### src/design/tpitf_pkg.sv
// Package for the tiled palette icon texel fetch block.
// Holds the command codes, fixed sizes, color masks and the color conversion.
// No dependencies.
`timescale 1ns / 1ps

package tpitf_pkg;

    // Command codes carried by one transaction.
    typedef enum logic [1:0] {
        CMD_PAL_WR  = 2'd0,
        CMD_ICON_WR = 2'd1,
        CMD_READ    = 2'd2
    } t_cmd;

    localparam int PALETTE_SIZE = 16;
    localparam int TEX_DIM      = 64;

    localparam int CMD_W   = 2;
    localparam int PIDX_W  = 4;
    localparam int COLOR_W = 16;
    localparam int IADDR_W = 9;
    localparam int IBYTE_W = 8;
    localparam int TEX_W   = 6;

    localparam logic [15:0] G_MASK      = 16'h07C0;
    localparam logic [15:0] B_MASK      = 16'h003E;
    localparam logic [3:0]  NIBBLE_MASK = 4'hF;

    typedef logic [15:0] t_color;

    // BGR555 (xBBBBBGGGGGRRRRR) to RGB5A1 (RRRRRGGGGGBBBBBA) with alpha set.
    function automatic t_color convert_color(input t_color c);
        t_color r;
        t_color g;
        t_color b;
        r = {c[4:0], 11'b0};
        g = (c << 1) & G_MASK;
        b = (c >> 9) & B_MASK;
        return r | g | b | 16'h0001;
    endfunction

endpackage

### src/design/tiled_palette_icon_texel_fetch.sv
// Top level of the tiled palette icon texel fetch block.
// Holds the palette registers, the tiled icon memory and the two-stage read path.
// Depends on tpitf_pkg.
`timescale 1ns / 1ps

// Channel   Direction  Handshake                  Payload
// command   in         start high, busy low       i_cmd, i_palette_index, i_color_bgr555,
//                                                 i_icon_address, i_icon_byte, i_tex_x,
//                                                 i_tex_y
// texel     out        o_valid, one cycle strobe  o_texel_rgb5a1
//
// One transaction is accepted every cycle; busy stays low.
// A texel read shows its result after the registered icon memory read and then the
// palette lookup into the result register.
// Writes take effect at the accepting edge and return no result.
// Reset is synchronous and clears the palette and the pipeline valid flags;
// the icon memory is not cleared. The receiver cannot stall the result strobe.
module tiled_palette_icon_texel_fetch #(
    parameter int ICON_DIM = 32
) (
    input  logic                             i_clk,
    input  logic                             i_rst_n,
    input  logic                             start,
    output logic                             busy,
    input  logic [tpitf_pkg::CMD_W-1:0]      i_cmd,
    input  logic [tpitf_pkg::PIDX_W-1:0]     i_palette_index,
    input  logic [tpitf_pkg::COLOR_W-1:0]    i_color_bgr555,
    input  logic [tpitf_pkg::IADDR_W-1:0]    i_icon_address,
    input  logic [tpitf_pkg::IBYTE_W-1:0]    i_icon_byte,
    input  logic [tpitf_pkg::TEX_W-1:0]      i_tex_x,
    input  logic [tpitf_pkg::TEX_W-1:0]      i_tex_y,
    output logic                             o_valid,
    output logic [15:0]                      o_texel_rgb5a1
);

    localparam int ICON_BYTES    = ICON_DIM * ICON_DIM / 2;
    localparam int TILES_PER_ROW = ICON_DIM / 8;
    localparam int IW            = $clog2(ICON_BYTES);
    localparam int AC_W          = $clog2(ICON_DIM * ICON_DIM * 4);
    localparam int WA_W          = ((IW > tpitf_pkg::IADDR_W) ? IW : tpitf_pkg::IADDR_W) + 1;

    // Storage.
    tpitf_pkg::t_color  r_pal [tpitf_pkg::PALETTE_SIZE];
    logic [7:0]         r_icon [ICON_BYTES];

    // Pipeline registers.
    logic               r_s1_valid;
    logic               r_s1_hit;
    logic               r_s1_hi;
    logic [7:0]         r_s1_byte;
    logic               r_out_valid;
    tpitf_pkg::t_color  r_out_texel;

    logic               accept;
    logic               pal_we;
    logic               icon_we;
    logic               rd_en;
    logic [WA_W-1:0]    wr_addr;
    logic               wr_in_range;
    logic               in_icon;
    logic [AC_W-1:0]    tile_idx;
    logic [AC_W-1:0]    rd_addr;
    logic               rd_hit;
    logic [3:0]         pix_idx;
    tpitf_pkg::t_color  n_out_texel;

    assign busy   = 1'b0;
    assign accept = start && !busy;

    // Decode the command of an accepted transaction.
    always_comb begin
        pal_we  = 1'b0;
        icon_we = 1'b0;
        rd_en   = 1'b0;
        case (tpitf_pkg::t_cmd'(i_cmd))
            tpitf_pkg::CMD_PAL_WR:  pal_we  = accept && (i_palette_index != '0);
            tpitf_pkg::CMD_ICON_WR: icon_we = accept;
            tpitf_pkg::CMD_READ:    rd_en   = accept;
            default: ;
        endcase
    end

    // Icon write address, widened so the range check covers any icon size.
    assign wr_addr     = WA_W'(i_icon_address);
    assign wr_in_range = (wr_addr < WA_W'(ICON_BYTES));

    // Tiled byte address of texel (x,y): 8x8 tiles, 4 bytes per tile row.
    assign in_icon  = ({2'b0, i_tex_x} < 8'(tpitf_pkg::TEX_DIM))
                   && ({2'b0, i_tex_y} < 8'(tpitf_pkg::TEX_DIM))
                   && ({2'b0, i_tex_x} < 8'(ICON_DIM))
                   && ({2'b0, i_tex_y} < 8'(ICON_DIM));
    assign tile_idx = AC_W'(i_tex_y >> 3) * AC_W'(TILES_PER_ROW) + AC_W'(i_tex_x >> 3);
    assign rd_addr  = (tile_idx << 5) + (AC_W'(i_tex_y[2:0]) << 2) + AC_W'(i_tex_x[2:1]);
    assign rd_hit   = in_icon && (rd_addr < AC_W'(ICON_BYTES));

    // Palette registers; entry zero is never written and stays transparent.
    always_ff @(posedge i_clk) begin
        if (!i_rst_n) begin
            for (int i = 0; i < tpitf_pkg::PALETTE_SIZE; i++) begin
                r_pal[i] <= '0;
            end
        end else if (pal_we) begin
            r_pal[i_palette_index] <= tpitf_pkg::convert_color(i_color_bgr555);
        end
    end

    // Icon memory: one write port, one registered read port.
    always_ff @(posedge i_clk) begin
        if (icon_we && wr_in_range) begin
            r_icon[wr_addr[IW-1:0]] <= i_icon_byte;
        end
        r_s1_byte <= r_icon[rd_addr[IW-1:0]];
    end

    // Stage one control: read in flight, address hit, nibble select.
    always_ff @(posedge i_clk) begin
        if (!i_rst_n) begin
            r_s1_valid <= 1'b0;
        end else begin
            r_s1_valid <= rd_en;
        end
        r_s1_hit <= rd_hit;
        r_s1_hi  <= i_tex_x[0];
    end

    // Palette lookup of the selected pixel.
    assign pix_idx     = (r_s1_hi ? r_s1_byte[7:4] : r_s1_byte[3:0]) & tpitf_pkg::NIBBLE_MASK;
    assign n_out_texel = r_s1_hit ? r_pal[pix_idx] : '0;

    // Result register and strobe.
    always_ff @(posedge i_clk) begin
        if (!i_rst_n) begin
            r_out_valid <= 1'b0;
        end else begin
            r_out_valid <= r_s1_valid;
        end
        r_out_texel <= n_out_texel;
    end

    assign o_valid        = r_out_valid;
    assign o_texel_rgb5a1 = r_out_texel;

endmodule

### config.mk
export PLATFORM = sky130hd
export DESIGN_NAME = tiled_palette_icon_texel_fetch
export DESIGN_NICKNAME = d
export VERILOG_FILES = /design/src/design/tpitf_pkg.sv /design/src/design/tiled_palette_icon_texel_fetch.sv
export SDC_FILE = /design/constraint.sdc
export NUM_CORES = 2
export LEC_CHECK = 0
export ABC_CLOCK_PERIOD_IN_PS = 2750
export BUFFER_PORTS_ARGS = -buffer_cell sky130_fd_sc_hd__buf_2
export CORE_AREA = 2 2 453 680
export CTS_CLUSTER_SIZE = 10
export DETAILED_ROUTE_END_ITERATION = 10
export DIE_AREA = 0 0 455 682
export PLACE_DENSITY = 0.73
export SETUP_SLACK_MARGIN = 0.15
export SLEW_MARGIN = 10
export SYNTH_ARGS = -nofsm -noshare
export SYNTH_HDL_FRONTEND = slang
export SYNTH_MEMORY_MAX_BITS = 65536
export SYNTH_SLANG_ARGS = --single-unit
### constraint.sdc
create_clock -name i_clk -period 2.75 [get_ports i_clk]
set_input_delay 0.1375 -clock i_clk [delete_from_list [all_inputs] [get_ports i_clk]]
set_output_delay 0.1375 -clock i_clk [all_outputs]
set_load 0.01 [all_outputs]
==> metrics.cfg <==
[run_status]
status=finished with violations
violations=setup timing

[pwr]
power.internal_mw=109
p_per_area_nw_per_um2=688
ir_worst_vdd_v=0.000628
switching_share_pct=22.0
clkPwrFrac_pct=40.0
p_comb_share_pct=7.1
leakage_nw=68.5
power.switching_mw=30.6
pwr-share-seq_pct=52.9

[sta]
rsz0062_at_grt=yes
maxSlewViolCount=0
fin_crit_ns=2.85
layout_setup_ws_ns=-0.104
period_share_pct=104
tns_ns=-0.104
fmax_ghz=0.350
fin_skew_ns=0.0559
setup_viol=1
relSlewSlack_pct=20.5
worstMarginPinSlew_ns=1.19
hold_viol_final=0

[worst_setup_path]
cp_slowest_stage_delay_ns=0.51
critPathLaunchType=flop
cp_cell_sequence=mux4_2 > o21a_1 > a211oi_2 > buf_4 > nor4_2 > buf_4 > nand4_1 > nand4_1 > and3_1
crit_slowest_cell=nand4_1
crit_type=flop to flop
cpLargestDelayFamily=simple AND/OR/NAND/NOR gates
cp.required_ns=3.63
cp.buffers_inverters=2
end_kind=flop
critical_path_peak_fanout=1
crit_arrival_ns=3.73

[flow_run]
cap_violations=0

[final_layout]
final_common_cell=edfxtp_1
num-fill-cells=19057
drive_gt1_share_pct=28.2
final_cell_mix=edfxtp_1 (4336), buf_4 (1423), mux4_2 (740)
synthToLayoutAreaGrowth_pct=17.3
fin_nets=10578
finalCoreUtilization_pct=66.5

[die]
start_util_pct=56.7
core_area_um2=305000
die_y_um=682
die-area_um2=310000
io_pins=72
fp-row-count=249
die_w_um=455

[clocking]
clk_latency_ns=0.99
cts.sinks=4380
clk_pin_slew_ns=0.06
h-tree-depth=5
clk_path_buf_depth=4
clockRootBuffer=clkbuf_16
tritoncts=done
numCtsBuffers=482

[hold_path]
hold_path_class=input port to flop

[yosys]
ys_seq_area_share_pct=75.8
syn_inst=8891
synth_edf_count=4336
syn_avg_cell_area_um2=19.5
yosysUniqueCellTypes=77
ys_seq_elements=4380
async_flop_share_pct=0
netlist_area_um2=173000
synthFlopType=edfxtp_1
yosys_warnings=0

[global_route]
grtUsageTotal_pct=31.0
overflow=0
grt_max_degree=133
antenna_found_initial=23
first_global_vias=99712
grt_pass1_wl_um=689000

[route]
wl_per_cell_um=32.8
drt_iter0_markers=11689
dr_total_vias=96161
drc=0
viasPerCell=6.55
wl_um=481000
drtPass1Iterations=6
drtAntennaViolNets=0

[placement]
numPortBuffers=69
gp_congestion=0.946
dp_hpwl_um=315000

-- power by group through the flow --
stage          logic, mW  clock network (mW)  registers (mW)
6_report            9.89                55.9            73.8
5_1_grt             10.2                58.9            73.8
4_1_cts             9.81                56.4            73.8
3_5_place_dp        9.70                   0            75.1
3_3_place_gp        9.53                   0            75.1
2_1_floorplan       4.71                   0            75.1
-- flip-flops by register name, indices dropped and copies added, names as in the netlist --
| name | cells |
|---|---|
| r_pal | 256 |
| o_texel_rgb5a1 | 16 |
| o_valid | 1 |
| r_s1_hi | 1 |
| r_s1_hit | 1 |
| r_s1_byte | 8 |
| r_s1_valid | 1 |
| r_icon | 4096 |
-- cell type report --
class | count | area [um^2] | share of cell area [%]
multi-input cells | 3948 | 38800 | 19.1
clock buffers | 570 | 12500 | 6.15
inverters | 3 | 21.3 | 0.0105
flip-flops and latches | 4380 | 131000 | 64.6
well taps | 4016 | 5020 | 2.48
repair buffers | 1707 | 15100 | 7.43
diodes | 21 | 52.6 | 0.0259
clock inverters | 27 | 430 | 0.212
-- metrics by stage --
step                area [um^2]  setup WS, ns  power (mW)  hold WS, ns  instances
floorplan                173000        0.0608        79.8        0.165       8906
global placement         189000        -0.635        84.6        0.243      14015
detailed placement       189000        -0.829        84.8        0.246      14015
CTS                      203000        -0.127         140       0.0176      14651
global route             203000        -0.120         143       0.0742      14656
finish                   203000        -0.104         140       0.0819      14672
-- cells in the mapped netlist, types with 31 or more instances --
cell / instances / area (um^2)
a21oi_1: 138 / 691
a22oi_1: 34 / 255
and2_1: 253 / 1580
buf_1: 31 / 116
buf_2: 98 / 490
buf_4: 36 / 270
buf_6: 63 / 709
buf_8: 34 / 510
clkbuf_1: 288 / 1080
dfxtp_1: 44 / 881
edfxtp_1: 4336 / 130000
mux2i_1: 669 / 6700
mux4_1: 35 / 920
mux4_2: 740 / 16700
nand2_1: 288 / 1080
nand3_1: 73 / 365
nand4_1: 37 / 231
nor2_1: 611 / 2290
nor3_1: 157 / 786
nor4_1: 50 / 313
o21ai_0: 85 / 425
o221ai_1: 207 / 1810
o22ai_1: 211 / 1320
-- final timing paths --
kind,startpoint,endpoint,slack [ns],cells after the start
worst max-delay path,r_icon[330][2],r_s1_byte[2],-0.10,9
worst min-delay path,i_icon_address[0],r_icon[48][6],0.08,5
worst max register to register,r_icon[330][2],r_s1_byte[2],-0.10,9
worst min register to register,r_s1_valid,o_valid,0.43,1
-- logic make-up after synthesis --
kind of cell | Yosys count | share of synthesized area, %
AO/OA/AOI/OAI | 907 | 3.75
adder cells (fa/ha/maj) | 2 | 0.0145
buffers and inverters | 578 | 2.11
flip-flops | 4380 | 75.8
multiplexers | 1446 | 14.0
other | 1 | 0.00217
AND/OR/NAND/NOR | 1577 | 4.33
-- layer usage --
layer  part of all wire [%]  routed length [um]  vias to the layer above  track usage [%]
li1                       -                   -                    39514                -
met1                     33              161000                    49895             36.7
met2                     51              246000                     5473             53.1
met3                    8.2               39300                     1263             4.82
met4                    7.1               34000                       16             19.2
met5                  0.024                 115                        -                0
-- worst register-to-register path, delay by kind of cell (launching register included) --
kind / cells / cell delay [ns]
flops: 1 / 0.38
simple gates: 4 / 1.14
buf+inv: 2 / 0.34
mux: 1 / 0.48
compound gates: 2 / 0.44
-- repair_timing --
item | in CTS | in global routing
resized for setup | 19 | 11
endpoints found under the hold margin | 2631 | 0
pin swaps | 20 | 10
buffers inserted | 0 | 0
hold buffers | 39 | 0
setup endpoints to repair | 5 | 19
(Power assumes the default switching activity.)
